===== src/hw/rtl/tlssni_pkg.sv =====
package tlssni_pkg;

    typedef enum logic [3:0] {
        PH_IDLE  = 4'd0,
        PH_HEAD  = 4'd1,
        PH_SID   = 4'd2,
        PH_CS_HI = 4'd3,
        PH_CS_LO = 4'd4,
        PH_COMP  = 4'd5,
        PH_ET_HI = 4'd6,
        PH_ET_LO = 4'd7,
        PH_XT_HI = 4'd8,
        PH_XT_LO = 4'd9,
        PH_XL_HI = 4'd10,
        PH_XL_LO = 4'd11,
        PH_N_HI  = 4'd12,
        PH_N_LO  = 4'd13,
        PH_NAME  = 4'd14,
        PH_DONE  = 4'd15
    } phase_t;

    localparam int          DEFAULT_NAME_BUF  = 128;
    localparam logic [7:0]  CT_HANDSHAKE      = 8'h16;
    localparam logic [7:0]  HS_CLIENT_HELLO   = 8'h01;
    localparam logic [15:0] EXT_SERVER_NAME   = 16'h0000;
    localparam logic [15:0] MIN_RECORD_LEN    = 16'd44;
    localparam logic [17:0] SID_LEN_POS       = 18'd43;
    localparam logic [17:0] HS_TYPE_POS       = 18'd5;
    localparam logic [17:0] POS_MAX           = 18'h3FFFF;
    localparam logic [15:0] SNI_MIN_EXT_LEN   = 16'd5;

endpackage


===== src/hw/rtl/tls_client_hello_sni_extract.sv =====
// Transfers pass the input register, then the result register. Throughput:
// one payload byte per cycle while m_tready does not stall the output; the
// parser is a single registered step between the input and result registers.
// Reset: asynchronous active-low rst_n clears the parser to idle and empties
// both registers; bytes before the first start of payload give no result.
module tls_client_hello_sni_extract #(
    parameter int NAME_BUF = tlssni_pkg::DEFAULT_NAME_BUF
) (
    input  logic        clk,
    input  logic        rst_n,
    input  logic        s_tvalid,
    output logic        s_tready,
    input  logic [23:0] s_tdata,   // [7:0] data_byte, [23:8] payload_length
    input  logic        s_tuser,   // [0] start_of_payload
    output logic        m_tvalid,
    input  logic        m_tready,
    output logic [7:0]  m_tdata,   // [7:0] name_byte
    output logic        m_tuser,   // [0] found
    output logic        m_tlast
);

    localparam int NL_W = (NAME_BUF > 2) ? $clog2(NAME_BUF) : 1;

    // input register
    logic        in_valid_reg;
    logic [7:0]  in_byte_reg;
    logic        in_start_reg;
    logic [15:0] in_len_reg;

    // parser state
    tlssni_pkg::phase_t phase_reg, phase_next;
    logic [17:0]        pos_reg, pos_next;
    logic [15:0]        len_reg, len_next;
    logic [17:0]        nfp_reg, nfp_next;
    logic [8:0]         acc_reg, acc_next;
    logic [15:0]        ext_end_reg, ext_end_next;
    logic [15:0]        cur_end_reg, cur_end_next;
    logic [NL_W-1:0]    nbl_reg, nbl_next;
    logic               fin_reg, fin_next;

    // result register
    logic       out_valid_reg;
    logic [7:0] out_byte_reg;
    logic       out_found_reg;
    logic       out_last_reg;

    logic       fire;
    logic       res_valid;
    logic [7:0] res_byte;
    logic       res_found;
    logic       res_last;

    assign fire     = in_valid_reg && (!out_valid_reg || m_tready);
    assign s_tready = !in_valid_reg || fire;
    assign m_tvalid = out_valid_reg;
    assign m_tdata  = out_byte_reg;
    assign m_tuser  = out_found_reg;
    assign m_tlast  = out_last_reg;

    always_ff @(posedge clk or negedge rst_n)
    begin
        if (!rst_n)
        begin
            in_valid_reg <= 1'b0;
        end
        else if (s_tready)
        begin
            in_valid_reg <= s_tvalid;
        end
    end

    always_ff @(posedge clk)
    begin
        if (s_tvalid && s_tready)
        begin
            in_byte_reg  <= s_tdata[7:0];
            in_len_reg   <= s_tdata[23:8];
            in_start_reg <= s_tuser;
        end
    end

    always_ff @(posedge clk or negedge rst_n)
    begin
        if (!rst_n)
        begin
            phase_reg   <= tlssni_pkg::PH_IDLE;
            pos_reg     <= '0;
            len_reg     <= '0;
            nfp_reg     <= '0;
            acc_reg     <= '0;
            ext_end_reg <= '0;
            cur_end_reg <= '0;
            nbl_reg     <= '0;
            fin_reg     <= 1'b0;
        end
        else
        begin
            phase_reg   <= phase_next;
            pos_reg     <= pos_next;
            len_reg     <= len_next;
            nfp_reg     <= nfp_next;
            acc_reg     <= acc_next;
            ext_end_reg <= ext_end_next;
            cur_end_reg <= cur_end_next;
            nbl_reg     <= nbl_next;
            fin_reg     <= fin_next;
        end
    end

    always_comb
    begin
        logic [19:0] p20;
        logic [19:0] b20;
        logic [19:0] len20;
        logic [19:0] n20;
        logic [19:0] s20;
        logic [19:0] se20;
        logic [15:0] w16;
        logic [15:0] ext_v;
        logic        active;
        logic [NL_W-1:0] nbl_dec;

        phase_next   = phase_reg;
        pos_next     = pos_reg;
        len_next     = len_reg;
        nfp_next     = nfp_reg;
        acc_next     = acc_reg;
        ext_end_next = ext_end_reg;
        cur_end_next = cur_end_reg;
        nbl_next     = nbl_reg;
        fin_next     = fin_reg;
        res_valid    = 1'b0;
        res_byte     = 8'd0;
        res_found    = 1'b0;
        res_last     = 1'b0;
        p20   = '0;
        b20   = '0;
        len20 = '0;
        n20   = '0;
        s20   = '0;
        se20  = '0;
        w16   = '0;
        ext_v = '0;
        active  = 1'b0;
        nbl_dec = '0;

        if (fire)
        begin
            if (in_start_reg)
            begin
                len_next = in_len_reg;
                pos_next = '0;
                fin_next = 1'b0;
                nbl_next = '0;
                acc_next = '0;
                nfp_next = tlssni_pkg::SID_LEN_POS;
                phase_next = (in_len_reg < tlssni_pkg::MIN_RECORD_LEN)
                           ? tlssni_pkg::PH_DONE : tlssni_pkg::PH_HEAD;
            end

            active = (phase_next != tlssni_pkg::PH_IDLE)
                  && !(phase_next == tlssni_pkg::PH_DONE && fin_next);

            p20   = {2'b00, pos_next};
            b20   = {12'd0, in_byte_reg};
            len20 = {4'd0, len_next};
            w16   = {acc_next[7:0], in_byte_reg};
            s20   = p20 + 20'd1;

            if (active)
            begin
                case (phase_next)
                    tlssni_pkg::PH_HEAD:
                    begin
                        if (pos_next == '0 && in_byte_reg != tlssni_pkg::CT_HANDSHAKE)
                        begin
                            phase_next = tlssni_pkg::PH_DONE;
                            fin_next   = 1'b0;
                        end
                        else if (pos_next == tlssni_pkg::HS_TYPE_POS)
                        begin
                            if (in_byte_reg != tlssni_pkg::HS_CLIENT_HELLO)
                            begin
                                phase_next = tlssni_pkg::PH_DONE;
                                fin_next   = 1'b0;
                            end
                            else
                            begin
                                phase_next = tlssni_pkg::PH_SID;
                            end
                        end
                    end
                    tlssni_pkg::PH_NAME:
                    begin
                        nbl_dec   = nbl_next - NL_W'(1);
                        nbl_next  = nbl_dec;
                        res_valid = 1'b1;
                        res_byte  = in_byte_reg;
                        res_found = 1'b1;
                        res_last  = (nbl_dec == '0);
                        if (nbl_dec == '0)
                        begin
                            phase_next = tlssni_pkg::PH_DONE;
                            fin_next   = 1'b1;
                        end
                    end
                    tlssni_pkg::PH_DONE:
                    begin
                        phase_next = tlssni_pkg::PH_DONE;
                    end
                    default:
                    begin
                        if (pos_next == nfp_next)
                        begin
                            case (phase_next)
                                tlssni_pkg::PH_SID,
                                tlssni_pkg::PH_COMP:
                                begin
                                    n20 = s20 + b20;
                                    if (n20 + 20'd2 > len20)
                                    begin
                                        phase_next = tlssni_pkg::PH_DONE;
                                        fin_next   = 1'b0;
                                    end
                                    else
                                    begin
                                        nfp_next   = n20[17:0];
                                        phase_next = (phase_next == tlssni_pkg::PH_SID)
                                                   ? tlssni_pkg::PH_CS_HI
                                                   : tlssni_pkg::PH_ET_HI;
                                    end
                                end
                                tlssni_pkg::PH_CS_HI,
                                tlssni_pkg::PH_ET_HI,
                                tlssni_pkg::PH_XT_HI,
                                tlssni_pkg::PH_N_HI:
                                begin
                                    acc_next   = {1'b0, in_byte_reg};
                                    nfp_next   = s20[17:0];
                                    phase_next = tlssni_pkg::phase_t'(phase_next + 4'd1);
                                end
                                tlssni_pkg::PH_CS_LO:
                                begin
                                    n20 = s20 + {4'd0, w16};
                                    if (n20 + 20'd1 > len20)
                                    begin
                                        phase_next = tlssni_pkg::PH_DONE;
                                        fin_next   = 1'b0;
                                    end
                                    else
                                    begin
                                        nfp_next   = n20[17:0];
                                        phase_next = tlssni_pkg::PH_COMP;
                                    end
                                end
                                tlssni_pkg::PH_ET_LO:
                                begin
                                    n20   = s20 + {4'd0, w16};
                                    ext_v = (n20 > len20) ? len_next : n20[15:0];
                                    ext_end_next = ext_v;
                                    if (s20 + 20'd4 > {4'd0, ext_v})
                                    begin
                                        phase_next = tlssni_pkg::PH_DONE;
                                        fin_next   = 1'b0;
                                    end
                                    else
                                    begin
                                        nfp_next   = s20[17:0];
                                        phase_next = tlssni_pkg::PH_XT_HI;
                                    end
                                end
                                tlssni_pkg::PH_XT_LO:
                                begin
                                    acc_next   = {8'd0, w16 == tlssni_pkg::EXT_SERVER_NAME};
                                    nfp_next   = s20[17:0];
                                    phase_next = tlssni_pkg::PH_XL_HI;
                                end
                                tlssni_pkg::PH_XL_HI:
                                begin
                                    acc_next   = {acc_next[0], in_byte_reg};
                                    nfp_next   = s20[17:0];
                                    phase_next = tlssni_pkg::PH_XL_LO;
                                end
                                tlssni_pkg::PH_XL_LO:
                                begin
                                    se20 = s20 + {4'd0, w16};
                                    if (se20 > {4'd0, ext_end_next})
                                    begin
                                        phase_next = tlssni_pkg::PH_DONE;
                                        fin_next   = 1'b0;
                                    end
                                    else
                                    begin
                                        cur_end_next = se20[15:0];
                                        if (acc_next[8] && w16 >= tlssni_pkg::SNI_MIN_EXT_LEN)
                                        begin
                                            n20        = s20 + 20'd3;
                                            nfp_next   = n20[17:0];
                                            phase_next = tlssni_pkg::PH_N_HI;
                                        end
                                        else if (se20 + 20'd4 > {4'd0, ext_end_next})
                                        begin
                                            phase_next = tlssni_pkg::PH_DONE;
                                            fin_next   = 1'b0;
                                        end
                                        else
                                        begin
                                            nfp_next   = se20[17:0];
                                            phase_next = tlssni_pkg::PH_XT_HI;
                                        end
                                    end
                                end
                                tlssni_pkg::PH_N_LO:
                                begin
                                    se20 = s20 + {4'd0, w16};
                                    if (se20 <= {4'd0, cur_end_next}
                                        && {1'b0, w16} < 17'(NAME_BUF))
                                    begin
                                        if (w16 == '0)
                                        begin
                                            phase_next = tlssni_pkg::PH_DONE;
                                            fin_next   = 1'b1;
                                        end
                                        else
                                        begin
                                            nbl_next   = w16[NL_W-1:0];
                                            nfp_next   = s20[17:0];
                                            phase_next = tlssni_pkg::PH_NAME;
                                        end
                                    end
                                    else if ({4'd0, cur_end_next} + 20'd4
                                             > {4'd0, ext_end_next})
                                    begin
                                        phase_next = tlssni_pkg::PH_DONE;
                                        fin_next   = 1'b0;
                                    end
                                    else
                                    begin
                                        nfp_next   = {2'b00, cur_end_next};
                                        phase_next = tlssni_pkg::PH_XT_HI;
                                    end
                                end
                                default:
                                begin
                                    phase_next = phase_next;
                                end
                            endcase
                        end
                    end
                endcase

                // final byte with nothing found
                if (!res_valid && !fin_next && s20 >= len20)
                begin
                    res_valid  = 1'b1;
                    res_byte   = 8'd0;
                    res_found  = 1'b0;
                    res_last   = 1'b1;
                    phase_next = tlssni_pkg::PH_DONE;
                    fin_next   = 1'b1;
                end

                if (pos_next < tlssni_pkg::POS_MAX)
                begin
                    pos_next = pos_next + 18'd1;
                end
            end
        end
    end

    always_ff @(posedge clk or negedge rst_n)
    begin
        if (!rst_n)
        begin
            out_valid_reg <= 1'b0;
        end
        else if (fire)
        begin
            out_valid_reg <= res_valid;
        end
        else if (m_tready)
        begin
            out_valid_reg <= 1'b0;
        end
    end

    always_ff @(posedge clk)
    begin
        if (fire && res_valid)
        begin
            out_byte_reg  <= res_byte;
            out_found_reg <= res_found;
            out_last_reg  <= res_last;
        end
    end

endmodule

===== config.mk =====
export PLATFORM = sky130hd
export DESIGN_NAME = tls_client_hello_sni_extract
export DESIGN_NICKNAME = d
export VERILOG_FILES = /design/src/hw/rtl/tlssni_pkg.sv /design/src/hw/rtl/tls_client_hello_sni_extract.sv
export SDC_FILE = /design/constraint.sdc
export NUM_CORES = 1
export LEC_CHECK = 0
export ABC_AREA = 1
export BUFFER_PORTS_ARGS = -buffer_cell sky130_fd_sc_hd__buf_2
export CORE_UTILIZATION = 35
export DETAILED_ROUTE_END_ITERATION = 10
export SYNTH_ARGS = -nofsm -noshare
export SYNTH_HDL_FRONTEND = slang
export SYNTH_SLANG_ARGS = --single-unit

===== constraint.sdc =====
create_clock -name clk -period 17 [get_ports clk]
set_input_delay 0.85 -clock clk [delete_from_list [all_inputs] [get_ports clk]]
set_output_delay 0.85 -clock clk [all_outputs]
set_load 0.05 [all_outputs]

==> flow_summary.yaml <==
logic_synthesis:
  synth-seq-cells: 142
  async_reset_ff_share_pct: 75.4
  ys.flop_type: "dfrtp_1"
  avgSynthCellArea_sq_um: 6.67
  seq_area_frac_synth_pct: 22.3
  yosys_warnings: 0
  synth_cell_types: 66
  synth_area_sq_mm: 0.0167
  syn_inst: 2507
  syn_nets: 2716
  synth_edf_count: 35
floorplanning:
  ioPinCount: 41
  die_area_sq_mm: 0.0487
  rows: 79
  start_util_pct: 35.7
  core_area_sq_mm: 0.0469
  fp.dieH_um: 221
  die_x_um: 221
global_route:
  grt_util_all_layers_pct: 31.3
  antenna_found_initial: 0
  grt_max_degree: 65
  grt_pass1_vias: 17500
  grt_pass1_wl_um: 111000
  overflow: 0
cells_and_area:
  drive_above_1_share_pct: 9.29
  nets: 2747
  n_antenna_cell: 0
  area_delta_synth_final_pct: 9.04
  fin_util_pct: 38.9
  layout_commonest_cell: "nand2_1"
  final_cell_mix: "614 x nand2_1, 300 x inv_1, 218 x nor2_1"
  fillCellCount: 5098
critical_path:
  timing.rr.start: "in_start_reg$_DFFE_PP_"
  cp_slowest_cell: "nand2_1"
  arrival_ns: 10.62
  worstSetupPathType: "register to register"
  cp_top_family: "simple AND/OR/NAND/NOR gates"
  critPathMaxStageDelay_ns: 0.63
  crit_path_end_kind: "register"
  r2r_end: "phase_reg[0]$_DFFE_PN0P_"
  r2r_cells: 44
  worstSetupStartpointType: "register"
  critPathRequiredTime_ns: 17.40
  cp.buffers_inverters: 5
  crit_fanout: 47
  timing.critical_path.mode_cell: "nand2_1"
  r2r_setup_slack_ns: 6.78
drt:
  via_per_inst: 5.78
  drtAntennaViolNets: 0
  vias: 18300
  drt_wl_total_um: 74200
  firstDrtPassIters: 6
  routedWlPerCell_um: 23.5
  drtIter0Drc: 1828
  drcViolationCount: 0
timing:
  drv_slew: 0
  max_slew.worst_pin.slew_ns: 1.13
  finalSetupTns_ns: 0
  relSlewSlack_pct: 24.7
  grt_setup_unrepaired: "no"
  timing.final.crit_share_pct: 60.1
  final.setup_skew_ns: 0.0108
  post-route-min-period_ns: 10.22
  setup_violations: 0
  max_freq_ghz: 0.0978
  final_hold_viol_count: 0
clock_tree:
  post-cts-setup-buffer-count: 0
  htreeDepth: 4
  postCtsHoldBufs: 0
  cts.root.buffer_cell: "clkbuf_16"
  cts_buffers: 17
  insertion_delay_ns: 0.51
  ctsResizeCount: 0
  clk_path_buf_depth: 2
  cts_sinks: 142
  path_clk_slew_ns: 0.07
  cts_tree: "built"
pwr:
  p_per_area_mw_per_mm2: 141
  power_leakage_nw: 8.95
  ir_worst_vdd_mv: 0.0923
job:
  drv.max_cap_violation_count: 0
place:
  io_buffers: 40
  dp_hpwl_um: 57100
  place_congestion: 0.990
status:
  status: "finished clean"
worst_hold_path:
  hold_path_class: "input port to asynchronous set/reset pin"
-- cell usage after synthesis, drive strengths merged, types with 39 or more instances --
library cell / n / share of area [%]
nand4: 71 / 2.7
inv: 320 / 7.2
nor2: 246 / 6.4
nor3: 49 / 1.5
clkbuf: 39 / 0.88
o21ai: 188 / 5.7
dfrtp: 107 / 16
nand3: 172 / 5.9
a21oi: 165 / 5.0
nand2: 662 / 16
xor2: 79 / 4.2
ha: 179 / 13
-- cell type report --
cell class                 count  area (sq um)  share of cell area [%]
timing repair buffer          75           465                    2.55
clock buffer                  19           454                    2.49
sequential                   142          3730                    20.5
clock inverter                13           153                   0.837
inverter                     323          1220                    6.70
tap                          607           759                    4.17
multi-input combinational   1979         11500                    62.8
-- routing by layer --
metal  track usage, %  routed length (um)
met1             41.7               32400
met2             48.7               32400
met3             5.22                5510
met4             15.9                3920
met5                0                   0
-- stage by stage --
| stage | setup WS, ns | area (sq um) | hold slack (ns) | power, W | std cells |
|---|---|---|---|---|---|
| 5_1_grt | 6.05 | 18200 | 0.423 | 0.00274 | 3158 |
| 2_1_floorplan | 9.92 | 16700 | 0.448 | 0.00155 | 2507 |
| 6_report | 6.78 | 18200 | 0.366 | 0.00256 | 3158 |
| 4_1_cts | 7.08 | 18200 | 0.377 | 0.00252 | 3158 |
| 3_5_place_dp | 7.09 | 17600 | 0.466 | 0.00211 | 3126 |
| 3_3_place_gp | 7.42 | 17600 | 0.462 | 0.00209 | 3126 |
-- report_power, final --
| part | switching (W) | internal [W] |
|---|---|---|
| clock network | 0.000180 | 0.000227 |
| logic | 0.00119 | 0.000480 |
| registers | 0.0000606 | 0.000422 |
-- logic make-up after synthesis --
logic type                 synth area share (%)
AOI/OAI and AO/OA                          16.5
DFF                                        22.3
muxes                                     0.479
xor gates and xnor gates                   4.44
and+or+nand+nor                            33.5
adders and majority gates                  13.5
buffers and inverters                      9.26
-- worst max-delay path by stage --
stage                                to  cells after the start              startpoint  slack (ns)
6_report       phase_reg[0]$_DFFE_PN0P_                     44  in_start_reg$_DFFE_PP_        6.78
5_1_grt        phase_reg[0]$_DFFE_PN0P_                     45  in_start_reg$_DFFE_PP_        6.05
3_3_place_gp   phase_reg[0]$_DFFE_PN0P_                     45  in_start_reg$_DFFE_PP_        7.42
3_5_place_dp   phase_reg[0]$_DFFE_PN0P_                     45  in_start_reg$_DFFE_PP_        7.09
4_1_cts        phase_reg[0]$_DFFE_PN0P_                     45  in_start_reg$_DFFE_PP_        7.08
2_1_floorplan  m_tdata[0]$_SDFFCE_PP0P_                     49  in_start_reg$_DFFE_PP_        9.92
(Power assumes the default switching activity.)
